### config.mk
export PLATFORM = sky130hd
export DESIGN_NAME = remote_keyed_servo_jog_controller_unit
export DESIGN_NICKNAME = d
export VERILOG_FILES = /design/src/rtl/rksj_pkg.sv /design/src/rtl/rksj_front.sv /design/src/rtl/rksj_back.sv /design/src/rtl/remote_keyed_servo_jog_controller_unit.sv
export SDC_FILE = /design/constraint.sdc
export NUM_CORES = 1
export LEC_CHECK = 0
export BUFFER_PORTS_ARGS = -buffer_cell sky130_fd_sc_hd__buf_2
export CAP_MARGIN = 20
export CORE_MARGIN = 2
export CORE_UTILIZATION = 40
export DETAILED_ROUTE_END_ITERATION = 10
export MAX_ROUTING_LAYER = met4
export PLACE_DENSITY = 0.55
export SYNTH_ARGS = -nofsm -noshare
export SYNTH_HDL_FRONTEND = slang
export SYNTH_SLANG_ARGS = --single-unit
### constraint.sdc
create_clock -name clk_i -period 7.6 [get_ports clk_i]
set_input_delay 0.76 -clock clk_i [delete_from_list [all_inputs] [get_ports clk_i]]
set_output_delay 0.76 -clock clk_i [all_outputs]
set_load 0.05 [all_outputs]
### src/rtl/rksj_pkg.sv
`timescale 1ns / 1ps
package rksj_pkg;

  localparam logic [15:0] KEY_TEST   = 16'h322C;
  localparam logic [15:0] KEY_FUNC   = 16'h3254;
  localparam logic [15:0] KEY_OK     = 16'h325C;
  localparam logic [15:0] KEY_CMD    = 16'h32C9;
  localparam logic [15:0] KEY_BACK   = 16'h325E;
  localparam logic [15:0] KEY_RESET  = 16'h320C;
  localparam logic [15:0] KEY_UP     = 16'h3258;
  localparam logic [15:0] KEY_DOWN   = 16'h3259;
  localparam logic [15:0] KEY_REC    = 16'h32F3;
  localparam logic [15:0] KEY_DIGIT0 = 16'h3200;

  localparam logic [3:0] DIGIT_EMPTY = 4'hF;

  // position every servo holds after reset
  localparam logic [11:0] HOME_RESET = 12'd280;

  localparam logic [1:0] REG_MIN  = 2'd0;
  localparam logic [1:0] REG_MAX  = 2'd1;
  localparam logic [1:0] REG_STEP = 2'd2;
  localparam logic [1:0] REG_HOME = 2'd3;

  typedef enum logic [1:0] {
    OP_STATUS = 2'd0,
    OP_UP     = 2'd1,
    OP_DOWN   = 2'd2,
    OP_REC    = 2'd3
  } op_e;

  typedef enum logic [1:0] {
    ST_IDLE = 2'd0,
    ST_WALK = 2'd1,
    ST_EMIT = 2'd2
  } back_state_e;

  // classified job handed from front to back, with status snapshot
  typedef struct packed {
    op_e          op;
    logic         move_mode;
    logic         entry_active;
    logic [31:0]  enable_mask;
    logic [31:0]  direction_mask;
    logic [7:0]   valve_mask;
    logic [13:0]  command_number;
  } job_t;

  function automatic logic [23:0] group_mask(input logic [4:0] g);
    logic [23:0] m;
    begin
      unique case (g)
        5'd0:  m = 24'h00003F;
        5'd1:  m = 24'h000FC0;
        5'd2:  m = 24'h03F000;
        5'd3:  m = 24'hFC0000;
        5'd4:  m = 24'h000021;
        5'd5:  m = 24'h000012;
        5'd6:  m = 24'h00000C;
        5'd7:  m = 24'h000038;
        5'd8:  m = 24'h000007;
        5'd9:  m = 24'h000840;
        5'd10: m = 24'h000480;
        5'd11: m = 24'h000300;
        5'd12: m = 24'h000E00;
        5'd13: m = 24'h0001C0;
        5'd14: m = 24'h021000;
        5'd15: m = 24'h012000;
        5'd16: m = 24'h00C000;
        5'd17: m = 24'h038000;
        5'd18: m = 24'h007000;
        5'd19: m = 24'h840000;
        5'd20: m = 24'h480000;
        5'd21: m = 24'h300000;
        5'd22: m = 24'hE00000;
        5'd23: m = 24'h1C0000;
        default: m = 24'h000000;
      endcase
      return m;
    end
  endfunction

endpackage

### src/rtl/rksj_front.sv
`timescale 1ns / 1ps
module rksj_front
  import rksj_pkg::*;
#(
  parameter int NUM_SERVOS = 24,
  parameter int NUM_VALVES = 7
) (
  input  logic        clk_i,
  input  logic        rst_ni,
  input  logic        in_valid_i,
  output logic        in_ready_o,
  input  logic [16:0] ir_code_i,
  output logic        job_valid_o,
  input  logic        job_ready_i,
  output job_t        job_o
);

  localparam logic [31:0] SERVO_ALL = 32'hFFFF_FFFF >> (32 - NUM_SERVOS);
  localparam logic [7:0]  VALVE_ALL = 8'hFF >> (8 - NUM_VALVES);

  logic        mode_q, mode_d;
  logic        entry_q, entry_d;
  logic [3:0]  dig_q [4];
  logic [3:0]  dig_d [4];
  logic [31:0] en_q, en_d, dir_q, dir_d;
  logic [7:0]  valve_q, valve_d;
  logic        busy_q, busy_d;
  job_t        job_q, job_d;

  logic [15:0] key;
  logic [13:0] number;
  logic [13:0] nm1;
  logic [4:0]  sidx;
  logic [3:0]  vidx;
  logic [4:0]  gidx;
  logic        take;
  op_e         op;

  assign key        = ir_code_i[15:0];
  assign in_ready_o = !busy_q;
  assign take       = in_valid_i && !busy_q;
  assign job_valid_o = busy_q;
  assign job_o      = job_q;

  // decoded number: digits until first empty slot
  always_comb begin
    logic stop;
    stop   = 1'b0;
    number = '0;
    if (dig_q[0] == DIGIT_EMPTY) stop = 1'b1;
    else number = number + 14'(dig_q[0]) * 14'd1000;
    if (!stop && dig_q[1] != DIGIT_EMPTY) number = number + 14'(dig_q[1]) * 14'd100;
    else stop = 1'b1;
    if (!stop && dig_q[2] != DIGIT_EMPTY) number = number + 14'(dig_q[2]) * 14'd10;
    else stop = 1'b1;
    if (!stop && dig_q[3] != DIGIT_EMPTY) number = number + 14'(dig_q[3]);
  end

  assign nm1  = number - 14'd1;
  assign sidx = nm1[6:2];
  assign vidx = 4'((number - 14'd500) >> 1);
  assign gidx = 5'(number - 14'd600);

  always_comb begin
    mode_d  = mode_q;
    entry_d = entry_q;
    dig_d   = dig_q;
    en_d    = en_q;
    dir_d   = dir_q;
    valve_d = valve_q;
    busy_d  = busy_q;
    job_d   = job_q;
    op      = OP_STATUS;
    if (busy_q && job_ready_i) busy_d = 1'b0;
    if (take) begin
      job_d.command_number = '0;
      if (key == KEY_TEST) begin
      end else if (key == KEY_FUNC) begin
        mode_d = !mode_q;
      end else if (mode_q) begin
        if (key == KEY_UP) op = OP_UP;
        else if (key == KEY_DOWN) op = OP_DOWN;
        else if (key == KEY_REC) op = OP_REC;
      end else if (!entry_q) begin
        if (key == KEY_RESET) begin
          mode_d  = 1'b0;
          entry_d = 1'b0;
          for (int i = 0; i < 4; i++) dig_d[i] = DIGIT_EMPTY;
          en_d    = '0;
          dir_d   = '0;
          valve_d = '0;
        end else if (key == KEY_CMD) begin
          entry_d = 1'b1;
        end
      end else begin
        if (key == KEY_OK) begin
          job_d.command_number = number;
          if (number >= 14'd1 && number <= 14'd96) begin
            if (32'(sidx) < NUM_SERVOS) begin
              unique case (nm1[1:0])
                2'd0: en_d[sidx]  = 1'b1;
                2'd1: en_d[sidx]  = 1'b0;
                2'd2: dir_d[sidx] = 1'b0;
                default: dir_d[sidx] = 1'b1;
              endcase
            end
          end else if (number >= 14'd500 && number <= 14'd513) begin
            if (32'(vidx) < NUM_VALVES) valve_d[vidx[2:0]] = !number[0];
          end else if (number >= 14'd600 && number <= 14'd623) begin
            en_d = {8'h00, group_mask(gidx)} & SERVO_ALL;
          end
          for (int i = 0; i < 4; i++) dig_d[i] = DIGIT_EMPTY;
          entry_d = 1'b0;
        end else if (key == KEY_BACK) begin
          for (int i = 0; i < 4; i++) dig_d[i] = DIGIT_EMPTY;
          entry_d = 1'b0;
        end else if (key >= KEY_DIGIT0 && key <= KEY_DIGIT0 + 16'd9) begin
          if (dig_q[0] == DIGIT_EMPTY) dig_d[0] = key[3:0];
          else if (dig_q[1] == DIGIT_EMPTY) dig_d[1] = key[3:0];
          else if (dig_q[2] == DIGIT_EMPTY) dig_d[2] = key[3:0];
          else if (dig_q[3] == DIGIT_EMPTY) dig_d[3] = key[3:0];
        end
      end
      busy_d               = 1'b1;
      job_d.op             = op;
      job_d.move_mode      = mode_d;
      job_d.entry_active   = entry_d;
      job_d.enable_mask    = en_d & SERVO_ALL;
      job_d.direction_mask = dir_d & SERVO_ALL;
      job_d.valve_mask     = valve_d & VALVE_ALL;
    end
  end

  always_ff @(posedge clk_i or negedge rst_ni) begin
    if (!rst_ni) begin
      mode_q  <= 1'b0;
      entry_q <= 1'b0;
      for (int i = 0; i < 4; i++) dig_q[i] <= DIGIT_EMPTY;
      en_q    <= '0;
      dir_q   <= '0;
      valve_q <= '0;
      busy_q  <= 1'b0;
    end else begin
      mode_q  <= mode_d;
      entry_q <= entry_d;
      dig_q   <= dig_d;
      en_q    <= en_d;
      dir_q   <= dir_d;
      valve_q <= valve_d;
      busy_q  <= busy_d;
    end
  end

  always_ff @(posedge clk_i) begin
    job_q <= job_d;
  end

endmodule

### src/rtl/rksj_back.sv
`timescale 1ns / 1ps
module rksj_back
  import rksj_pkg::*;
#(
  parameter int NUM_SERVOS = 24
) (
  input  logic        clk_i,
  input  logic        rst_ni,
  input  logic [11:0] min_pos_i,
  input  logic [11:0] max_pos_i,
  input  logic [7:0]  step_i,
  input  logic        job_valid_i,
  output logic        job_ready_o,
  input  job_t        job_i,
  output logic        out_valid_o,
  input  logic        out_ready_i,
  output logic        kind_o,
  output logic [4:0]  channel_o,
  output logic [11:0] position_o,
  output logic        at_limit_o,
  output logic        move_mode_o,
  output logic        entry_active_o,
  output logic [23:0] enable_mask_o,
  output logic [23:0] direction_mask_o,
  output logic [6:0]  valve_mask_o,
  output logic [13:0] command_number_o,
  output logic        last_o
);

  localparam int IW = (NUM_SERVOS > 1) ? $clog2(NUM_SERVOS) : 1;
  localparam logic [IW-1:0] LAST_IDX = IW'(NUM_SERVOS - 1);

  back_state_e state_q, state_d;
  job_t        job_q;
  logic [IW-1:0] idx_q, idx_d;
  logic [NUM_SERVOS-1:0] valid_q;
  logic [11:0] pos_mem [NUM_SERVOS];
  logic [11:0] rd_q;
  logic        rd_valid_q;
  logic [IW-1:0] rd_idx_q;
  logic        rd_last_q;
  logic        pend_q;

  logic        sel;
  logic        any_sel;
  logic        later_sel;
  logic [11:0] cur;
  logic signed [13:0] np;
  logic        lim;
  logic        wr;
  logic        load;
  logic        ovalid_q;
  logic        oslot_free;
  logic        rd_go;

  logic [NUM_SERVOS-1:0] en_v, dir_v;
  assign en_v  = job_q.enable_mask[NUM_SERVOS-1:0];
  assign dir_v = job_q.direction_mask[NUM_SERVOS-1:0];

  always_comb begin
    later_sel = 1'b0;
    for (int i = 0; i < NUM_SERVOS; i++)
      if (IW'(i) > idx_q && (job_q.op == OP_REC || en_v[i])) later_sel = 1'b1;
  end

  assign any_sel = |en_v;
  assign sel = (job_q.op == OP_REC) || en_v[idx_q];
  assign oslot_free = !ovalid_q || out_ready_i;
  assign job_ready_o = (state_q == ST_IDLE);
  assign load = job_valid_i && job_ready_o;
  // a read is issued in walk state only if the registered read slot is free and the entry is selected
  assign rd_go = (state_q == ST_WALK) && !pend_q && sel;

  always_comb begin
    state_d = state_q;
    idx_d   = idx_q;
    unique case (state_q)
      ST_IDLE: if (load) begin
        idx_d = '0;
        state_d = ST_EMIT;
      end
      ST_EMIT: begin
        if (job_q.op == OP_STATUS || (job_q.op != OP_REC && !any_sel)) begin
          if (oslot_free) state_d = ST_IDLE;
        end else state_d = ST_WALK;
      end
      ST_WALK: begin
        if (!pend_q || rd_valid_q) begin
          if (!pend_q) begin
            if (idx_q == LAST_IDX || (!sel && !later_sel) ||
                (sel && !later_sel)) begin
              if (!sel) state_d = ST_IDLE;
            end else if (!sel) idx_d = idx_q + 1'b1;
          end
        end
        if (rd_valid_q && oslot_free) begin
          if (rd_last_q) state_d = ST_IDLE;
          else idx_d = rd_idx_q + 1'b1;
        end
      end
      default: state_d = ST_IDLE;
    endcase
  end

  // entries not written since reset still hold the reset home position
  assign cur = valid_q[rd_idx_q] ? rd_q : HOME_RESET;
  always_comb begin
    logic signed [13:0] d;
    d = 14'(step_i);
    if ((job_q.op == OP_DOWN) ^ dir_v[rd_idx_q]) d = -d;
    np = $signed({2'b00, cur}) + d;
  end
  assign lim = (job_q.op != OP_REC) &&
               !(np >= $signed({2'b00, min_pos_i}) && np <= $signed({2'b00, max_pos_i}));
  assign wr  = rd_valid_q && oslot_free && (job_q.op != OP_REC) && !lim;

  always_ff @(posedge clk_i or negedge rst_ni) begin
    if (!rst_ni) begin
      state_q    <= ST_IDLE;
      idx_q      <= '0;
      valid_q    <= '0;
      pend_q     <= 1'b0;
      rd_valid_q <= 1'b0;
      ovalid_q   <= 1'b0;
    end else begin
      state_q <= state_d;
      idx_q   <= idx_d;
      if (wr) valid_q[rd_idx_q] <= 1'b1;
      if (rd_go) begin
        pend_q     <= 1'b1;
        rd_valid_q <= 1'b1;
      end else if (rd_valid_q && oslot_free) begin
        pend_q     <= 1'b0;
        rd_valid_q <= 1'b0;
      end
      if (oslot_free)
        ovalid_q <= (rd_valid_q) ||
                    (state_q == ST_EMIT &&
                     (job_q.op == OP_STATUS || (job_q.op != OP_REC && !any_sel)));
    end
  end

  always_ff @(posedge clk_i) begin
    if (load) job_q <= job_i;
    if (rd_go) begin
      rd_q      <= pos_mem[idx_q];
      rd_idx_q  <= idx_q;
      rd_last_q <= (idx_q == LAST_IDX) || !later_sel;
    end
    if (wr) pos_mem[rd_idx_q] <= np[11:0];
    if (oslot_free) begin
      move_mode_o      <= job_q.move_mode;
      entry_active_o   <= job_q.entry_active;
      enable_mask_o    <= job_q.enable_mask[23:0];
      direction_mask_o <= job_q.direction_mask[23:0];
      valve_mask_o     <= job_q.valve_mask[6:0];
      if (rd_valid_q) begin
        kind_o           <= 1'b1;
        channel_o        <= 5'(rd_idx_q);
        position_o       <= lim || job_q.op == OP_REC ? cur : np[11:0];
        at_limit_o       <= lim;
        command_number_o <= '0;
        last_o           <= rd_last_q;
      end else begin
        kind_o           <= 1'b0;
        channel_o        <= '0;
        position_o       <= '0;
        at_limit_o       <= 1'b0;
        command_number_o <= job_q.command_number;
        last_o           <= 1'b1;
      end
    end
  end

  assign out_valid_o = ovalid_q;

endmodule

### src/rtl/remote_keyed_servo_jog_controller_unit.sv
`timescale 1ns / 1ps
// Remote-keyed servo jog controller. A front stage decodes each key, updates
// mode, digit entry, enable/direction masks and valves, and hands a job to
// the back stage through a one-entry holding register. The back stage emits
// one status item, or walks the servo position store in index order and
// emits one position item per selected servo. Each selected entry is read,
// then output and, for up/down within the limits, written back; skipped
// entries are stepped past, and the walk stops after the last selected servo.
// The output can be held by out_ready_i. The front accepts the next key while
// the back stage is still busy. All servos hold 280 after reset; writing
// home_position later does not move them.
module remote_keyed_servo_jog_controller_unit
  import rksj_pkg::*;
#(
  parameter int NUM_SERVOS = 24,
  parameter int NUM_VALVES = 7
) (
  input  logic        clk_i,
  input  logic        rst_ni,
  input  logic        cfg_we_i,
  input  logic [1:0]  cfg_idx_i,
  input  logic [11:0] cfg_data_i,
  input  logic        in_valid_i,
  output logic        in_ready_o,
  input  logic [16:0] ir_code_i,
  output logic        out_valid_o,
  input  logic        out_ready_i,
  output logic        kind_o,
  output logic [4:0]  channel_o,
  output logic [11:0] position_o,
  output logic        at_limit_o,
  output logic        move_mode_o,
  output logic        entry_active_o,
  output logic [23:0] enable_mask_o,
  output logic [23:0] direction_mask_o,
  output logic [6:0]  valve_mask_o,
  output logic [13:0] command_number_o,
  output logic        last_o
);

  logic [11:0] min_q, max_q;
  logic [7:0]  step_q;
  logic        job_valid, job_ready;
  job_t        job;

  always_ff @(posedge clk_i or negedge rst_ni) begin
    if (!rst_ni) begin
      min_q  <= 12'd95;
      max_q  <= 12'd460;
      step_q <= 8'd5;
    end else if (cfg_we_i) begin
      unique case (cfg_idx_i)
        REG_MIN:  min_q  <= cfg_data_i;
        REG_MAX:  max_q  <= cfg_data_i;
        REG_STEP: step_q <= cfg_data_i[7:0];
        REG_HOME: ;
      endcase
    end
  end

  rksj_front #(.NUM_SERVOS(NUM_SERVOS), .NUM_VALVES(NUM_VALVES)) u_front (
    .clk_i, .rst_ni, .in_valid_i, .in_ready_o, .ir_code_i,
    .job_valid_o(job_valid), .job_ready_i(job_ready), .job_o(job)
  );

  rksj_back #(.NUM_SERVOS(NUM_SERVOS)) u_back (
    .clk_i, .rst_ni,
    .min_pos_i(min_q), .max_pos_i(max_q), .step_i(step_q),
    .job_valid_i(job_valid), .job_ready_o(job_ready), .job_i(job),
    .out_valid_o, .out_ready_i, .kind_o, .channel_o, .position_o, .at_limit_o,
    .move_mode_o, .entry_active_o, .enable_mask_o, .direction_mask_o,
    .valve_mask_o, .command_number_o, .last_o
  );

endmodule

## Word-level counts from Yosys, hierarchy flattened

Memory sizes are Yosys's and may differ from the RTL's. A register that Yosys moved wholly into a read port is not among the register bits.
Index checks and enable logic that the tools add are counted.
Widths: inputs -> output; s select.

- $lt $le $gt $ge: 43
- Add/sub/neg operators: 10
- Shifts and indexed selects: 0
- Div/mod/pow operators: 0
- Eq/ne operators: 47
- $mul: 3
- Multiplexer cells: 125
- Bitwise gates (word level): 12
- Reductions and logical operators: 117

Operators with widths:

| operator | number |
|---|---|
| $mux 32 | 12 |
| $eq 16x14->1 const B | 9 |
| $mux 24 | 6 |
| $pmux 32 s2 | 2 |
| $mux 16 | 5 |
| $mux 14 | 5 |
| $and 32x32->32 | 2 |
| $or 32x32->32 | 2 |
| $mux 8 | 7 |
| $mux 1 | 52 |
| $ne 4x4->1 const B | 12 |
| $logic_and 1x1->1 | 47 |
| $gt 4x5->1 const A | 8 |
| $gt 5x5->1 const A | 8 |
| $mux 12 | 3 |
| $logic_or 1x1->1 | 32 |
| $not 32->32 | 1 |
| $mux 5 | 6 |
| $le 14x10->1 const B | 2 |
| $reduce_and 9->1 | 3 |
| $or 24x24->24 | 1 |
| $reduce_or 24->1 | 1 |
| $mux 7 | 3 |
| $gt 3x5->1 const A | 4 |
| 55 further kinds | 124 |

- Input port bits: 36
- Output and inout port bits: 93
- ROM bits: 768
- Bits in registers: 399
- Memory bits (writable): 288
- Word-level logic and storage cells: 408
- Latch bits: 0
- Memories: 2

Memory list:

| name | depth | width | read ports | clocked after memory_dff | write ports | line | source |
|---|---|---|---|---|---|---|---|
| (no name shown) | 32 | 24 | 1 | 0 | 0 | rksj_pkg.sv:52 | `unique case (g)` |
| u_back.pos_mem | 24 | 12 | 1 | 1 | 1 | rksj_back.sv:37 | `logic [11:0] pos_mem [NUM_SERVOS];` |

## Longest topological paths before layout

- Depth in word-level cells: 36
- Mapped depth: 31

## Cells and area by module

A second synthesis with hierarchy kept.

- Cell total of the unflattened synthesis: 2593
- Area, all modules: 34058.9 um^2

Modules (own cells, without submodules):

| module | seq. area each (um^2) | instances | area an instance (um^2) | cells each |
|---|---|---|---|---|
| rksj_back | 14939.3 | 1 | 21084.0 | 1218 |
| rksj_front | 4063.9 | 1 | 11728.7 | 1306 |
| remote_keyed_servo_jog_controller_unit | 817.0 | 1 | 1246.2 | 69 |

## Least setup slack after synthesis

Ideal clock, no wire load.

- Path kind: register to register
- Start: reg u_back.rd_idx_q[0]
- End: mem u_back.pos_mem[1][0] (enable)
- Setup slack: -0.080 ns
- Data arrival time: 7.325 ns
- Data required time: 7.245 ns
- Clock period less this slack: 7.680 ns
- Path buffers: 4
- Stages on the path, launching flop included: 31
- Cells stage by stage: edfxtp_1 -> clkbuf_1 -> buf_1 -> mux4_2 -> inv_1 -> o22ai_1 -> o21ai_0 -> xnor2_1 -> clkbuf_1 -> mux2_2 -> ha_1 -> a21o_1 -> a21oi_1 -> o21ai_0 -> a21o_1 -> a21oi_1 -> o21bai_1 -> xor2_1 -> ha_1 -> a21o_1 -> a21oi_1 -> nor2b_1 -> o21ai_0 -> nand2b_1 -> a21oi_1 -> a22oi_1 -> a21oi_1 -> nand2_1 -> a211oi_1 -> clkbuf_1 -> and3_1

- Longest elaborated chain between the ends: 13
- Elaborated cells between the ends (all ways): 17
- Classes of those cells: add/sub (1); order compare (2); mux (8); bitwise (1); reduce/logical (5)

Ends and longest elaborated chain:

| element | line | source |
|---|---|---|
| from (decl) | rksj_back.sv:40 | `logic [IW-1:0] rd_idx_q;` |
| from (signal assigned) | rksj_back.sv:147 | `rd_idx_q <= idx_q;` |
| $bmux 1 s5 | rksj_back.sv:110 | `if ((job_q.op == OP_DOWN) ^ dir_v[rd_idx_q]) d = -d;` |
| $mux 1 (implied by the code) | rksj_back.sv:110 |  |
| $xor 1x1->1 | rksj_back.sv:110 |  |
| $mux 14 | rksj_back.sv:110 |  |
| $add 13x14->14 * | rksj_back.sv:111 | `np = $signed({2'b00, cur}) + d;` |
| named net u_back.np[7] | rksj_back.sv:48 | `logic signed [13:0] np;` |
| $ge 14x13->1 or $le 14x13->1 (tied branches) | rksj_back.sv:114 | `!(np >= $signed({2'b00, min_pos_i}) && np <= $signed({2'b00, max_pos_i}));` |
| $logic_and 1x1->1 * | rksj_back.sv:114 |  |
| $logic_not 1->1 * | rksj_back.sv:114 |  |
| $logic_and 1x1->1 * | rksj_back.sv:113 | `assign lim = (job_q.op != OP_REC) &&` |
| $logic_not 1->1 * | rksj_back.sv:115 | `assign wr = rd_valid_q && oslot_free && (job_q.op != OP_REC) && !lim;` |
| $logic_and 1x1->1 * | rksj_back.sv:115 |  |
| $mux 1 * | rksj_back.sv:150 | `if (wr) pos_mem[rd_idx_q] <= np[11:0];` |
| $mux 1 (implied by the code) * | rksj_back.sv:150 |  |
| to (decl) | rksj_back.sv:37 |  |

Mark *: on every way through the listed nets, which the timed path passes. The rest lies on a longest branch. The select of a mux whose other input is x is not followed.

## Final worst setup path

- Start: reg u_back.rd_idx_q[0]
- End: mem u_back.pos_mem[21][10] (enable)

The elaborated chain is that of the path after synthesis.

==> results.ini <==
[run_status]
status=completed

[clock_network]
numCtsBuffers=75
clock-sinks=682
tritoncts=yes
insertion_delay_ns=0.64
path_clk_slew_ns=0.06
max-clock-path-buffers=3
h-tree-depth=3
clock-root-buffer=clkbuf_16

[sta]
tightest_slew_ns=1.137
max-slew-margin-rel_pct=24.22
fin_crit_sh_pct=94.67
period_needed_ns=7.195
setup_violations=0
hold_viol=0
max_freq_ghz=0.1390
maxSlewViolCount=0
setup_tns_ns=0
clock_skew_ns=0.02623
rsz0062_at_grt=no

[finish]
final_nets=2900
nFillCells=7477
final-seq-area_um2=19830
finalNonFillerCells=3885
layout-drive-gt1-share_pct=22.50
multi_input_area_um2=13060
syn_to_final_growth_pct=14.69

[grt]
grtUsageTotal_pct=22.21
grt_pass1_wl_mm=141.3
grt_max_degree=84
grt_pass1_vias=23140
grt_antenna_before_repair=1
grt_overflow=0

[route]
routed_wl_mm=93.88
drt-initial-drc-count=1773
via_count=22749
dr.pass1.iters=6
routedWlPerCell_um=24.17
antenna_left=0
via_per_inst=5.856
drc_errors=0

[worst_setup_path]
path_class=register to register
r2r_slack_ns=0.40
crit_fanout=60
arrival_ns=7.51
r2r-start=u_back.rd_idx_q[0]$_DFFE_PP_
r2r.worst_path.cells=27
required_ns=7.91
reg2reg_to=u_back.pos_mem[21][10]$_DFFE_PP_
critPathLaunchType=register
crit_path_end_kind=register

[synthesis]
synth.distinct_cells=105
synthArstFlopShare_pct=20.38
syn-num-nets=2707
synthTopCellsByArea=edfxtp_1 (49%), dfrtp_1 (8.2%), mux4_2 (6.9%)
synth_top_flop_cell=edfxtp_1
yosysTopAreaCell=edfxtp_1
syn_area_um2=33610
synth_top_area_share_pct=48.51
yosysSeqAreaShare_pct=58.96
ys_ff_latch=682
yosysMostFrequentCell=edfxtp_1
ys_warn_count=0
synth_edf_count=543
synth.top_cells.by_count=edfxtp_1 (543), nand2_1 (210), nor2_1 (150)
postSynthCellCount=2553
avgSynthCellArea_um2=13.17

[floorplan]
die-area_um2=86370
coreArea_um2=83420
start_util_pct=40.29
die_w_um=293.9
row_count=106
ioPinCount=129
die_y_um=293.9

[placement]
place_inst=3742
place_congestion=0.9403
hpwl_mm=66.06
io_buffers=127

[power]
powerDensity_nw_per_um2=452.6
p_leak_uw=0.01403
ir_drop_v=0.0004477

[run]
drv_cap=0

[hold_path]
min_path_type=input port to async pin

==> state kept, by name, indices dropped and copies added (netlist names), 7 cells and up <==
register,cells
u_back.dir_v,24
u_back.rd_q,12
u_front.dir_q,24
min_q,12
u_back.enable_mask_o,24
u_back.job_q,25
u_front.job_o,73
u_back.pos_mem,288
u_front.dig_q,16
u_back.valid_q,24
u_back.command_number_o,14
u_back.direction_mask_o,24
u_back.position_o,12
step_q,8
max_q,12
u_front.en_q,24
u_back.en_v,24
u_back.valve_mask_o,7
u_front.valve_q,7
==> through the flow <==
| stage | utilization [%] | setup slack [ns] | hold WS [ns] | total power [uW] | instance area, um^2 |
|---|---|---|---|---|---|
| final | 46.21 | 0.4050 | 0.1342 | 17450 | 38550 |
| after detailed placement | 43.20 | 0.3057 | 0.4045 | 13930 | 36040 |
| after CTS | 46.11 | 0.2578 | 0.2061 | 17510 | 38470 |
| after global placement | 43.19 | 0.4682 | 0.4014 | 13710 | 36030 |
| after global routing | 46.21 | 0.03026 | 0.2035 | 18400 | 38550 |
| after floorplan | - | 0.03227 | 0.4003 | 11030 | 33630 |
==> worst max-delay path: stages (launching register included) <==
cell	delay [ns]
edfxtp_1	0.32
buf_4	0.15
buf_4	0.18
mux4_2	0.51
mux2i_1	0.20
o221ai_1	0.16
o21ai_0	0.18
xnor2_1	0.30
mux2_2	0.41
ha_1	0.29
a21o_1	0.19
a21oi_1	0.30
o21ai_0	0.13
a21o_1	0.23
a21oi_1	0.25
o21ai_0	0.18
nor2_1	0.28
o21ai_0	0.20
xor2_2	0.20
ha_1	0.32
nand4_1	0.13
or3_1	0.37
a21oi_1	0.22
nand2_1	0.12
a211oi_4	0.26
clkbuf_16	0.33
and3_1	0.21
buf_4	0.23
==> cells by family after synthesis <==
group,share of synthesized area (%)
XOR/XNOR,1.489
flip-flops,58.96
buffers and inverters,2.550
AO/OA/AOI/OAI,12.07
AND/OR/NAND/NOR,11.14
multiplexers,9.037
adder cells (fa/ha/maj),4.742
==> placed cells by master (no fill, tap or decap), types with 25 or more instances in the layout <==
| cell type | count |
|---|---|
| edfxtp_1 | 543 |
| and2_1 | 28 |
| o211ai_1 | 26 |
| buf_2 | 128 |
| nand2_1 | 210 |
| nor2b_1 | 39 |
| inv_1 | 85 |
| nand3_1 | 78 |
| dfrtp_1 | 106 |
| a31o_2 | 30 |
| a22o_1 | 29 |
| and3_1 | 36 |
| nor3_1 | 53 |
| dfstp_2 | 29 |
| nor4_1 | 25 |
| buf_4 | 111 |
| nor2_1 | 150 |
| o21ai_0 | 109 |
| mux4_2 | 103 |
| mux2i_1 | 32 |
| a21o_1 | 32 |
| mux2_2 | 34 |
| a21oi_1 | 101 |
| clkbuf_16 | 77 |
| ha_1 | 105 |
==> what timing repair did <==
| item | 4_1_cts | 5_1_grt |
|---|---|---|
| hold buffers | 0 | 0 |
| buffers inserted | 0 | 3 |
| gates resized for setup | 0 | 2 |
| setup endpoints to repair | 0 | 288 |
==> layout make-up <==
| type | count | area share [%] |
|---|---|---|
| Multi-Input combinational cell | 1656 | 33.89 |
| Timing Repair Buffer | 243 | 4.008 |
| Inverter | 88 | 0.8633 |
| Clock inverter | 41 | 1.003 |
| Sequential cell | 682 | 51.44 |
| Antenna cell | 1 | 0.006491 |
| Clock buffer | 94 | 5.290 |
| Tap cell | 1080 | 3.505 |
==> per-layer routing <==
metal | wire [um] | track usage, %
met5 | 0 | -
met4 | 3774 | 8.437
met3 | 4756 | 3.089
met2 | 48140 | 38.33
met1 | 37210 | 26.41
==> power by group <==
part           switching, uW  internal (uW)  total, uW
Combinational           5350           2290       7640
Clock                   1520           2030       3540
Sequential               388           5880       6270
Total                   7250          10200      17400
==> worst max path at each step <==
stage | from | to | slack [ns]
final | u_back.rd_idx_q[0]$_DFFE_PP_ | u_back.pos_mem[21][10]$_DFFE_PP_ | 0.40
after detailed placement | u_back.rd_idx_q[0]$_DFFE_PP_ | u_back.pos_mem[19][10]$_DFFE_PP_ | 0.31
after floorplan | u_back.rd_idx_q[0]$_DFFE_PP_ | u_back.pos_mem[1][0]$_DFFE_PP_ | 0.03
after global placement | u_back.rd_idx_q[0]$_DFFE_PP_ | u_back.pos_mem[23][10]$_DFFE_PP_ | 0.47
after global routing | u_back.rd_idx_q[0]$_DFFE_PP_ | u_back.pos_mem[19][10]$_DFFE_PP_ | 0.03
after CTS | u_back.rd_idx_q[0]$_DFFE_PP_ | u_back.pos_mem[19][10]$_DFFE_PP_ | 0.26
Note: power is estimated with default switching activity, not from simulation.
